## config.mk

```make
export PLATFORM = sky130hd
export DESIGN_NAME = batch_machine_schedule_eval
export DESIGN_NICKNAME = d
export VERILOG_FILES = /design/src/rtl/core/bmse_pkg.sv /design/src/rtl/core/bmse_queue.sv /design/src/rtl/core/bmse_front.sv /design/src/rtl/core/bmse_back.sv /design/src/rtl/core/batch_machine_schedule_eval.sv
export SDC_FILE = /design/constraint.sdc
export NUM_CORES = 2
export LEC_CHECK = 0
export BUFFER_PORTS_ARGS = -buffer_cell sky130_fd_sc_hd__buf_2
export CAP_MARGIN = 5
export CORE_AREA = 2 2 494 619
export CTS_CLUSTER_DIAMETER = 80
export DETAILED_ROUTE_END_ITERATION = 16
export DIE_AREA = 0 0 496 621
export GPL_ROUTABILITY_DRIVEN = 1
export PLACE_DENSITY_LB_ADDON = 0.2
export SETUP_SLACK_MARGIN = 0.2
export SLEW_MARGIN = 20
export SYNTH_ARGS = -nofsm -noshare
export SYNTH_HDL_FRONTEND = slang
export SYNTH_SLANG_ARGS = --single-unit
```

## constraint.sdc

```tcl
create_clock -name clk -period 10.45 [get_ports clk]
set_input_delay 3.135 -clock clk [delete_from_list [all_inputs] [get_ports clk]]
set_output_delay 3.135 -clock clk [all_outputs]
set_load 0.05 [all_outputs]
```

## src/rtl/core/bmse_pkg.sv

```systemverilog
// ----------------------------------------------------------------------------
// bmse_pkg
// Shared types and constants for the batch machine schedule evaluator.
// ----------------------------------------------------------------------------
package bmse_pkg;

    // time format and batch limits
    localparam int TIME_FRAC_BITS = 8;
    localparam int MAX_BATCH_JOBS = 255;
    localparam int JOB_LIMIT      = (MAX_BATCH_JOBS < 255) ? MAX_BATCH_JOBS : 255;
    localparam int SH_UP          = (TIME_FRAC_BITS >= 8) ? TIME_FRAC_BITS - 8 : 0;
    localparam int SH_DN          = (TIME_FRAC_BITS >= 8) ? 0 : 8 - TIME_FRAC_BITS;
    localparam int DUR_W          = 40;

    // register indexes
    localparam logic [1:0] REG_CAPACITY = 2'd0;
    localparam logic [1:0] REG_INV_SPD  = 2'd1;
    localparam logic [1:0] REG_ENERGY   = 2'd2;

    // reset values
    localparam logic [9:0]  CAPACITY_RST = 10'd1023;
    localparam logic [15:0] INV_SPD_RST  = 16'd256;
    localparam logic [15:0] ENERGY_RST   = 16'd1;
    localparam logic signed [32:0] PEAK_RST = {1'b1, 32'd0};

    // closed batch record passed from front to back
    typedef struct packed {
        logic [7:0]  count;
        logic [15:0] max_proc;
        logic [31:0] max_release;
        logic [31:0] min_due;
        logic        oversize;
        logic        is_final;
        logic        has_batch;
        logic        last;
    } batch_rec_t;

endpackage

```

## src/rtl/core/bmse_queue.sv

```systemverilog
// ----------------------------------------------------------------------------
// bmse_queue
// Four-word queue between packing front and timing back; takes up to two
// words per cycle and hands out one.
// ----------------------------------------------------------------------------
module bmse_queue
(
    input  logic                 clk,
    input  logic                 rst_n,
    input  logic                 push0,
    input  logic                 push1,
    input  bmse_pkg::batch_rec_t wdata0,
    input  bmse_pkg::batch_rec_t wdata1,
    output logic                 two_free,
    output logic                 not_empty,
    output bmse_pkg::batch_rec_t rdata,
    input  logic                 pop
);

    bmse_pkg::batch_rec_t mem [4];
    logic [1:0] wptr_reg;
    logic [1:0] rptr_reg;
    logic [2:0] cnt_reg;
    logic [1:0] n_push;

    assign n_push    = {1'b0, push0} + {1'b0, push1};
    assign two_free  = (cnt_reg <= 3'd2);
    assign not_empty = (cnt_reg != 3'd0);
    assign rdata     = mem[rptr_reg];

    // storage
    always_ff @(posedge clk)
    begin
        if (push0)
        begin
            mem[wptr_reg] <= wdata0;
        end
        if (push1)
        begin
            mem[wptr_reg + 2'd1] <= wdata1;
        end
    end

    // pointers and fill count
    always_ff @(posedge clk or negedge rst_n)
    begin
        if (!rst_n)
        begin
            wptr_reg <= '0;
            rptr_reg <= '0;
            cnt_reg  <= '0;
        end
        else
        begin
            wptr_reg <= wptr_reg + n_push;
            if (pop)
            begin
                rptr_reg <= rptr_reg + 2'd1;
            end
            cnt_reg <= cnt_reg + {1'b0, n_push} - {2'b0, pop};
        end
    end

endmodule

```

## src/rtl/core/bmse_front.sv

```systemverilog
// ----------------------------------------------------------------------------
// bmse_front
// Packs jobs next-fit into the open batch and issues closed batch records.
// ----------------------------------------------------------------------------
module bmse_front
(
    input  logic                 clk,
    input  logic                 rst_n,
    input  logic                 accept,
    input  logic [9:0]           job_size,
    input  logic [15:0]          job_proc_time,
    input  logic [31:0]          job_release,
    input  logic [31:0]          job_due,
    input  logic                 last_job,
    input  logic [9:0]           capacity,
    input  logic                 cap_write,
    input  logic [9:0]           cap_value,
    output logic                 push0,
    output logic                 push1,
    output bmse_pkg::batch_rec_t rec0,
    output bmse_pkg::batch_rec_t rec1
);

    logic [9:0]  room_reg,   room_next;
    logic [7:0]  cnt_reg,    cnt_next;
    logic [15:0] proc_reg,   proc_next;
    logic [31:0] rel_reg,    rel_next;
    logic [31:0] due_reg,    due_next;
    logic        over_reg,   over_next;

    logic        fits;
    logic        need_close;
    bmse_pkg::batch_rec_t close_rec;
    bmse_pkg::batch_rec_t final_rec;

    // packing decision
    always_comb
    begin
        fits       = (job_size <= capacity);
        need_close = fits && (cnt_reg != 8'd0) &&
                     ((job_size > room_reg) || (cnt_reg >= 8'(bmse_pkg::JOB_LIMIT)));

        close_rec.count       = cnt_reg;
        close_rec.max_proc    = proc_reg;
        close_rec.max_release = rel_reg;
        close_rec.min_due     = due_reg;
        close_rec.oversize    = over_reg;
        close_rec.is_final    = 1'b0;
        close_rec.has_batch   = 1'b1;
        close_rec.last        = !last_job;

        room_next = room_reg;
        cnt_next  = cnt_reg;
        proc_next = proc_reg;
        rel_next  = rel_reg;
        due_next  = due_reg;
        over_next = over_reg;

        if (!fits)
        begin
            over_next = 1'b1;
        end
        else
        begin
            if (need_close)
            begin
                room_next = capacity;
                cnt_next  = '0;
                proc_next = '0;
                rel_next  = '0;
                due_next  = '1;
            end
            room_next = room_next - job_size;
            cnt_next  = cnt_next + 8'd1;
            if (job_proc_time > proc_next) proc_next = job_proc_time;
            if (job_release > rel_next)    rel_next  = job_release;
            if (job_due < due_next)        due_next  = job_due;
        end

        final_rec.count       = cnt_next;
        final_rec.max_proc    = proc_next;
        final_rec.max_release = rel_next;
        final_rec.min_due     = due_next;
        final_rec.oversize    = over_next;
        final_rec.is_final    = 1'b1;
        final_rec.has_batch   = (cnt_next != 8'd0);
        final_rec.last        = 1'b1;

        push0 = accept && (need_close || last_job);
        push1 = accept && need_close && last_job;
        rec0  = need_close ? close_rec : final_rec;
        rec1  = final_rec;
    end

    // open batch state
    always_ff @(posedge clk or negedge rst_n)
    begin
        if (!rst_n)
        begin
            room_reg <= bmse_pkg::CAPACITY_RST;
            cnt_reg  <= '0;
            proc_reg <= '0;
            rel_reg  <= '0;
            due_reg  <= '1;
            over_reg <= 1'b0;
        end
        else if (accept)
        begin
            if (last_job)
            begin
                room_reg <= capacity;
                cnt_reg  <= '0;
                proc_reg <= '0;
                rel_reg  <= '0;
                due_reg  <= '1;
                over_reg <= 1'b0;
            end
            else
            begin
                room_reg <= room_next;
                cnt_reg  <= cnt_next;
                proc_reg <= proc_next;
                rel_reg  <= rel_next;
                due_reg  <= due_next;
                over_reg <= over_next;
            end
        end
        else if (cap_write && (cnt_reg == 8'd0))
        begin
            room_reg <= cap_value;
        end
    end

endmodule

```

## src/rtl/core/bmse_back.sv

```systemverilog
// ----------------------------------------------------------------------------
// bmse_back
// Times each closed batch: duration, start, completion, tardiness and cost,
// keeps the running totals and drives the result word.
// ----------------------------------------------------------------------------
module bmse_back
(
    input  logic                 clk,
    input  logic                 rst_n,
    input  logic                 rec_avail,
    input  bmse_pkg::batch_rec_t rec,
    output logic                 pop,
    input  logic [15:0]          inv_speed,
    input  logic [15:0]          energy,
    output logic                 out_valid,
    input  logic                 out_ready,
    output logic [15:0]          out_batch_number,
    output logic [7:0]           out_batch_jobs,
    output logic [31:0]          out_batch_start,
    output logic [31:0]          out_batch_completion,
    output logic signed [32:0]   out_batch_tardiness,
    output logic                 out_is_final,
    output logic [47:0]          out_total_cost,
    output logic signed [32:0]   out_max_tardiness,
    output logic                 out_oversize,
    output logic                 out_last
);

    localparam logic [1:0] ST_IDLE = 2'd0;
    localparam logic [1:0] ST_DUR  = 2'd1;
    localparam logic [1:0] ST_TIME = 2'd2;
    localparam logic [1:0] ST_OUT  = 2'd3;

    logic [1:0]           state_reg;
    bmse_pkg::batch_rec_t rec_reg;
    logic [31:0]          dur_reg;
    logic [31:0]          start_reg;
    logic [31:0]          comp_reg;
    logic signed [32:0]   tard_reg;
    logic [39:0]          cj_reg;
    logic [31:0]          prev_reg;
    logic [15:0]          bnum_reg;
    logic [47:0]          sum_reg;
    logic signed [32:0]   peak_reg;

    logic [31:0]                   prod;
    logic [bmse_pkg::DUR_W-1:0]    scaled;
    logic [31:0]                   dur_sat;
    logic [31:0]                   start_c;
    logic [32:0]                   comp_w;
    logic [31:0]                   comp_c;
    logic [33:0]                   tard_w;
    logic [55:0]                   cost;
    logic [56:0]                   sum_w;
    logic [47:0]                   sum_c;
    logic signed [32:0]            peak_c;

    assign pop = (state_reg == ST_IDLE) && rec_avail;

    // duration: proc times inverse speed, rescaled and saturated
    always_comb
    begin
        prod    = {16'd0, rec_reg.max_proc} * {16'd0, inv_speed};
        scaled  = (bmse_pkg::DUR_W'(prod) << bmse_pkg::SH_UP) >> bmse_pkg::SH_DN;
        dur_sat = (|scaled[bmse_pkg::DUR_W-1:32]) ? '1 : scaled[31:0];
    end

    // start, completion and tardiness
    always_comb
    begin
        start_c = (prev_reg > rec_reg.max_release) ? prev_reg : rec_reg.max_release;
        comp_w  = {1'b0, start_c} + {1'b0, dur_reg};
        comp_c  = comp_w[32] ? '1 : comp_w[31:0];
        tard_w  = {2'b0, comp_c} - {2'b0, rec_reg.min_due};
    end

    // energy cost and totals
    always_comb
    begin
        cost   = cj_reg * {40'd0, energy};
        sum_w  = {9'd0, sum_reg} + {1'b0, cost};
        sum_c  = (|sum_w[56:48]) ? '1 : sum_w[47:0];
        peak_c = (tard_reg > peak_reg) ? tard_reg : peak_reg;
    end

    // sequencer
    always_ff @(posedge clk or negedge rst_n)
    begin
        if (!rst_n)
        begin
            state_reg <= ST_IDLE;
            out_valid <= 1'b0;
            prev_reg  <= '0;
            bnum_reg  <= 16'd1;
            sum_reg   <= '0;
            peak_reg  <= bmse_pkg::PEAK_RST;
        end
        else
        begin
            case (state_reg)
                ST_IDLE:
                begin
                    if (rec_avail)
                    begin
                        state_reg <= ST_DUR;
                    end
                end
                ST_DUR:
                begin
                    state_reg <= ST_TIME;
                end
                ST_TIME:
                begin
                    state_reg <= ST_OUT;
                end
                ST_OUT:
                begin
                    if (!out_valid)
                    begin
                        out_valid <= 1'b1;
                        if (rec_reg.is_final)
                        begin
                            prev_reg <= '0;
                            bnum_reg <= 16'd1;
                            sum_reg  <= '0;
                            peak_reg <= bmse_pkg::PEAK_RST;
                        end
                        else if (rec_reg.has_batch)
                        begin
                            prev_reg <= comp_reg;
                            sum_reg  <= sum_c;
                            peak_reg <= peak_c;
                            if (bnum_reg != 16'hFFFF)
                            begin
                                bnum_reg <= bnum_reg + 16'd1;
                            end
                        end
                    end
                    else if (out_ready)
                    begin
                        out_valid <= 1'b0;
                        state_reg <= ST_IDLE;
                    end
                end
                default:
                begin
                    state_reg <= ST_IDLE;
                end
            endcase
        end
    end

    // datapath registers
    always_ff @(posedge clk)
    begin
        if (pop)
        begin
            rec_reg <= rec;
        end
        if (state_reg == ST_DUR)
        begin
            dur_reg <= dur_sat;
        end
        if (state_reg == ST_TIME)
        begin
            start_reg <= start_c;
            comp_reg  <= comp_c;
            tard_reg  <= signed'(tard_w[32:0]);
            cj_reg    <= {32'd0, rec_reg.count} * {8'd0, dur_reg};
        end
        if ((state_reg == ST_OUT) && !out_valid)
        begin
            out_is_final <= rec_reg.is_final;
            out_oversize <= rec_reg.oversize;
            out_last     <= rec_reg.last;
            if (rec_reg.has_batch)
            begin
                out_batch_number     <= bnum_reg;
                out_batch_jobs       <= rec_reg.count;
                out_batch_start      <= start_reg;
                out_batch_completion <= comp_reg;
                out_batch_tardiness  <= tard_reg;
            end
            else
            begin
                out_batch_number     <= '0;
                out_batch_jobs       <= '0;
                out_batch_start      <= '0;
                out_batch_completion <= '0;
                out_batch_tardiness  <= '0;
            end
            if (rec_reg.is_final)
            begin
                out_total_cost    <= rec_reg.has_batch ? sum_c : sum_reg;
                out_max_tardiness <= rec_reg.has_batch ? peak_c : peak_reg;
            end
            else
            begin
                out_total_cost    <= '0;
                out_max_tardiness <= '0;
            end
        end
    end

endmodule

```

## src/rtl/core/batch_machine_schedule_eval.sv

```systemverilog
// ----------------------------------------------------------------------------
// batch_machine_schedule_eval
// Serial batch machine packing and schedule evaluation for one machine.
// ----------------------------------------------------------------------------
// Jobs are taken at one per cycle while the four-word batch queue has room
// for two words; packing is a combinational add and compare. Each closed
// batch then passes through the timing back end in order (queue pop, duration
// multiply, start, completion and cost multiply, totals and result word) plus
// any output stall, so a job that closes a batch is absorbed at batch rate,
// set by the back end's sequencer. Configuration writes are always ready.
module batch_machine_schedule_eval
(
    input  logic                clk,
    input  logic                rst_n,
    input  logic                cfg_valid,
    output logic                cfg_ready,
    input  logic [1:0]          cfg_index,
    input  logic [15:0]         cfg_data,
    input  logic                in_valid,
    output logic                in_ready,
    input  logic [9:0]          job_size,
    input  logic [15:0]         job_proc_time,
    input  logic [31:0]         job_release,
    input  logic [31:0]         job_due,
    input  logic                last_job,
    output logic                out_valid,
    input  logic                out_ready,
    output logic [15:0]         out_batch_number,
    output logic [7:0]          out_batch_jobs,
    output logic [31:0]         out_batch_start,
    output logic [31:0]         out_batch_completion,
    output logic signed [32:0]  out_batch_tardiness,
    output logic                out_is_final,
    output logic [47:0]         out_total_cost,
    output logic signed [32:0]  out_max_tardiness,
    output logic                out_oversize,
    output logic                out_last
);

    logic [9:0]  cap_reg;
    logic [15:0] inv_reg;
    logic [15:0] energy_reg;
    logic        cfg_we;
    logic        cap_we;
    logic        accept;
    logic        push0;
    logic        push1;
    logic        two_free;
    logic        q_avail;
    logic        pop;
    bmse_pkg::batch_rec_t rec0;
    bmse_pkg::batch_rec_t rec1;
    bmse_pkg::batch_rec_t q_rec;

    assign cfg_ready = 1'b1;
    assign cfg_we    = cfg_valid && cfg_ready;
    assign cap_we    = cfg_we && (cfg_index == bmse_pkg::REG_CAPACITY);
    assign in_ready  = two_free;
    assign accept    = in_valid && in_ready;

    // configuration registers
    always_ff @(posedge clk or negedge rst_n)
    begin
        if (!rst_n)
        begin
            cap_reg    <= bmse_pkg::CAPACITY_RST;
            inv_reg    <= bmse_pkg::INV_SPD_RST;
            energy_reg <= bmse_pkg::ENERGY_RST;
        end
        else if (cfg_we)
        begin
            case (cfg_index)
                bmse_pkg::REG_CAPACITY: cap_reg    <= cfg_data[9:0];
                bmse_pkg::REG_INV_SPD:  inv_reg    <= cfg_data;
                bmse_pkg::REG_ENERGY:   energy_reg <= cfg_data;
                default: ;
            endcase
        end
    end

    // packing front
    bmse_front u_front
    (
        .clk           (clk),
        .rst_n         (rst_n),
        .accept        (accept),
        .job_size      (job_size),
        .job_proc_time (job_proc_time),
        .job_release   (job_release),
        .job_due       (job_due),
        .last_job      (last_job),
        .capacity      (cap_reg),
        .cap_write     (cap_we),
        .cap_value     (cfg_data[9:0]),
        .push0         (push0),
        .push1         (push1),
        .rec0          (rec0),
        .rec1          (rec1)
    );

    // batch queue
    bmse_queue u_queue
    (
        .clk       (clk),
        .rst_n     (rst_n),
        .push0     (push0),
        .push1     (push1),
        .wdata0    (rec0),
        .wdata1    (rec1),
        .two_free  (two_free),
        .not_empty (q_avail),
        .rdata     (q_rec),
        .pop       (pop)
    );

    // timing back end
    bmse_back u_back
    (
        .clk                  (clk),
        .rst_n                (rst_n),
        .rec_avail            (q_avail),
        .rec                  (q_rec),
        .pop                  (pop),
        .inv_speed            (inv_reg),
        .energy               (energy_reg),
        .out_valid            (out_valid),
        .out_ready            (out_ready),
        .out_batch_number     (out_batch_number),
        .out_batch_jobs       (out_batch_jobs),
        .out_batch_start      (out_batch_start),
        .out_batch_completion (out_batch_completion),
        .out_batch_tardiness  (out_batch_tardiness),
        .out_is_final         (out_is_final),
        .out_total_cost       (out_total_cost),
        .out_max_tardiness    (out_max_tardiness),
        .out_oversize         (out_oversize),
        .out_last             (out_last)
    );

endmodule
```

==> results.yml <==
finish:
  final_common_cell: "inv_1"
  area_growth_pct: 12.66
  largest_register_ffs: 368
  drive_gt1_share_pct: 11.40
  fin_nets: 10220
  final_cell_mix: "inv_1 (1,318), nand2_1 (1,026), fa_1 (957)"
logic_synthesis:
  synth_area_leaders: "edfxtp_1 (27%), fa_1 (21%), ha_1 (7.6%), dfrtp_1 (6.2%), inv_1 (5.5%)"
  yosysWarnings: 0
  ys.flop_type: "edfxtp_1"
  synth-edff-count: 826
  yosysUniqueCellTypes: 89
  syn_avg_cell_area_um2: 10.72
  synthCells: 8419
  syn_nets: 10040
  synth_area_um2: 90280
  ys_ff_latch: 1114
  ys_seq_area_share_pct: 35.49
  yosysTopAreaCell: "edfxtp_1"
  synthArstFlopShare_pct: 25.13
  synth_top_area_share_pct: 27.47
setup_path:
  startpoint_type: "flop"
  cp_slowest_cell: "fa_1"
  critical_path.max_stage_delay_ps: 420
  cp-end-kind: "flop"
  worstPathArrival_ps: 10120
  critPathMaxFanout: 27
  cp_data_required_time_ps: 11090
  worstSetupPathType: "flop to flop"
sta:
  fin_crit_sh_pct: 90.69
  grt_setup_unrepaired: "no"
  skew_ps: 74.81
  min_period_ps: 9477
  fin_tns_setup_ps: 0
  slew_headroom_pct: 13.00
  tightest_slew_ps: 1291
  fmax_ghz: 0.1055
  drv_slew: 0
  finalSetupViolations: 0
  hold_viol_final: 0
flow_run:
  cap_violations: 0
routing:
  drtIter0Drc: 4003
  vias: 63640
  viasPerCell: 5.005
  drt_wl_total_um: 288400
  final_antenna_net_count: 0
  wl_per_cell_um: 22.69
  first_pass_iters: 8
  drc: 0
floorplanning:
  die-area_um2: 308000
  io_pins: 322
  fp-row-count: 226
  coreArea_um2: 302000
  fp.dieW_um: 496
  start_util_pct: 29.90
  die_h_um: 621
global_route:
  grt_pass1_wl_um: 434600
  grt_pass1_vias: 68310
  met3_usage_pct: 2.566
  use_met1_pct: 23.06
  grt_use_met2_pct: 32.77
  overflow: 0
  grt_max_degree: 115
  busiest_layer: "met2"
  grtUsageTotal_pct: 18.60
  antenna_found_initial: 41
clocking:
  cts_buffers: 147
  clock-sinks: 1114
  clockBufferDepth: 4
  clk_pin_slew_ps: 60
  cts_root_buf: "clkbuf_16"
  htree_levels: 4
  clkLatencyLatePin_ps: 820
  tritoncts: "done"
placement:
  hpwl_um: 214100
  gp_congestion: 0.9020
  port_buffers: 320
status:
  status: "completed"
hold_path:
  worst_hold_path_type: "flop to flop"
-- metal layers --
layer | vias to the layer above | routed length (µm) | share of wire (%)
li1 | 28540 | - | -
met4 | 12 | 11110 | 3.9
met1 | 32860 | 117800 | 41
met5 | - | 69 | 0.024
met3 | 505 | 14200 | 4.9
met2 | 1729 | 145200 | 50
-- per-stage QoR --
step / instances / area, µm² / util (%) / hold WS [ps] / setup slack [ps]
2_1_floorplan: 8419 / 90280 / - / 400.3 / 1816
3_3_place_gp: 12430 / 96600 / 31.99 / 413.7 / 633.8
3_5_place_dp: 12440 / 96740 / 32.03 / 414.4 / 732.7
4_1_cts: 12700 / 101600 / 33.65 / 421.7 / 676.6
5_1_grt: 12700 / 101700 / 33.67 / 437.4 / 299.8
6_report: 12720 / 101700 / 33.68 / 426.8 / 972.6
-- Yosys cell counts, types with 22 or more instances --
library cell,instances
nand3_1,79
o211ai_1,26
inv_1,1319
dfstp_2,56
or3_1,22
a22o_1,272
nor2_1,268
ha_1,546
buf_1,25
o21a_1,46
o21bai_1,22
mux4_2,92
clkbuf_1,378
fa_1,957
nand2b_1,33
o21ai_0,307
nor3_1,33
a21oi_1,287
a31oi_1,64
a32o_1,32
o22ai_1,134
o22a_1,33
and2_1,548
edfxtp_1,826
nor2b_1,50
nand4_1,60
mux2_2,67
nand2_1,1035
a21o_1,140
dfrtp_1,224
mux2i_4,30
xor2_1,72
xnor2_1,109
-- final cells by class --
type	instances	area (µm²)
clock buffer	188	3988
fill	30550	200300
inverter	1320	4957
multi-input combinational	5561	51900
clock inverter	72	892.1
antenna	14	35.03
sequential	1114	32050
timing repair buffer	456	2898
tap	3990	4992
-- repair_timing --
item,CTS,global route
buffers inserted,0,0
gates resized for setup,0,3
endpoints found under the setup margin,0,6
hold buffers,0,0
-- critical path, delay by kind of cell (launching register included) --
family	cells	cell delay [ps]
AO/OA/AOI/OAI	24	5300
AND/OR/NAND/NOR	10	1760
multiplexers	1	350
buffers and inverters	2	380
adder cells (fa/ha/maj)	4	1100
flip-flops	1	400
-- final timing paths --
kind	start	endpoint	slack (ps)	cells after the start
setup / recovery	u_back.prev_reg[1]$_DFFE_PN0P_	u_back.tard_reg[32]$_DFFE_PP_	970	41
hold / removal	u_back.rec_reg[0]$_DFFE_PP_	u_back.out_last$_DFFE_PP_	430	0
setup reg to reg	u_back.prev_reg[1]$_DFFE_PN0P_	u_back.tard_reg[32]$_DFFE_PP_	970	41
hold reg to reg	u_back.rec_reg[0]$_DFFE_PP_	u_back.out_last$_DFFE_PP_	430	0
max in group asynchronous	rst_n	u_front.proc_reg[11]$_DFFE_PN0P_	6370	3
min in group asynchronous	rst_n	u_back.out_valid$_DFFE_PN0P_	2400	1
-- cells by family (layout without fill, tap and decap cells) --
kind of cell             Yosys count  count (layout)  share of synthesized area [%]
AND/OR/NAND/NOR                 2191            2191                          11.49
AO/OA/AOI/OAI                   1477            1477                          11.02
adder cells (fa/ha/maj)         1503            1503                          28.79
other                              1              15                       0.004154
XOR/XNOR                         182             182                          1.774
buffers and inverters           1744            2036                          7.353
flip-flops                      1114            1114                          35.49
multiplexers                     207             207                          4.079
Power is not shown: default switching activity piles up to over one toggle a cycle in this logic, so the estimate is an artifact.
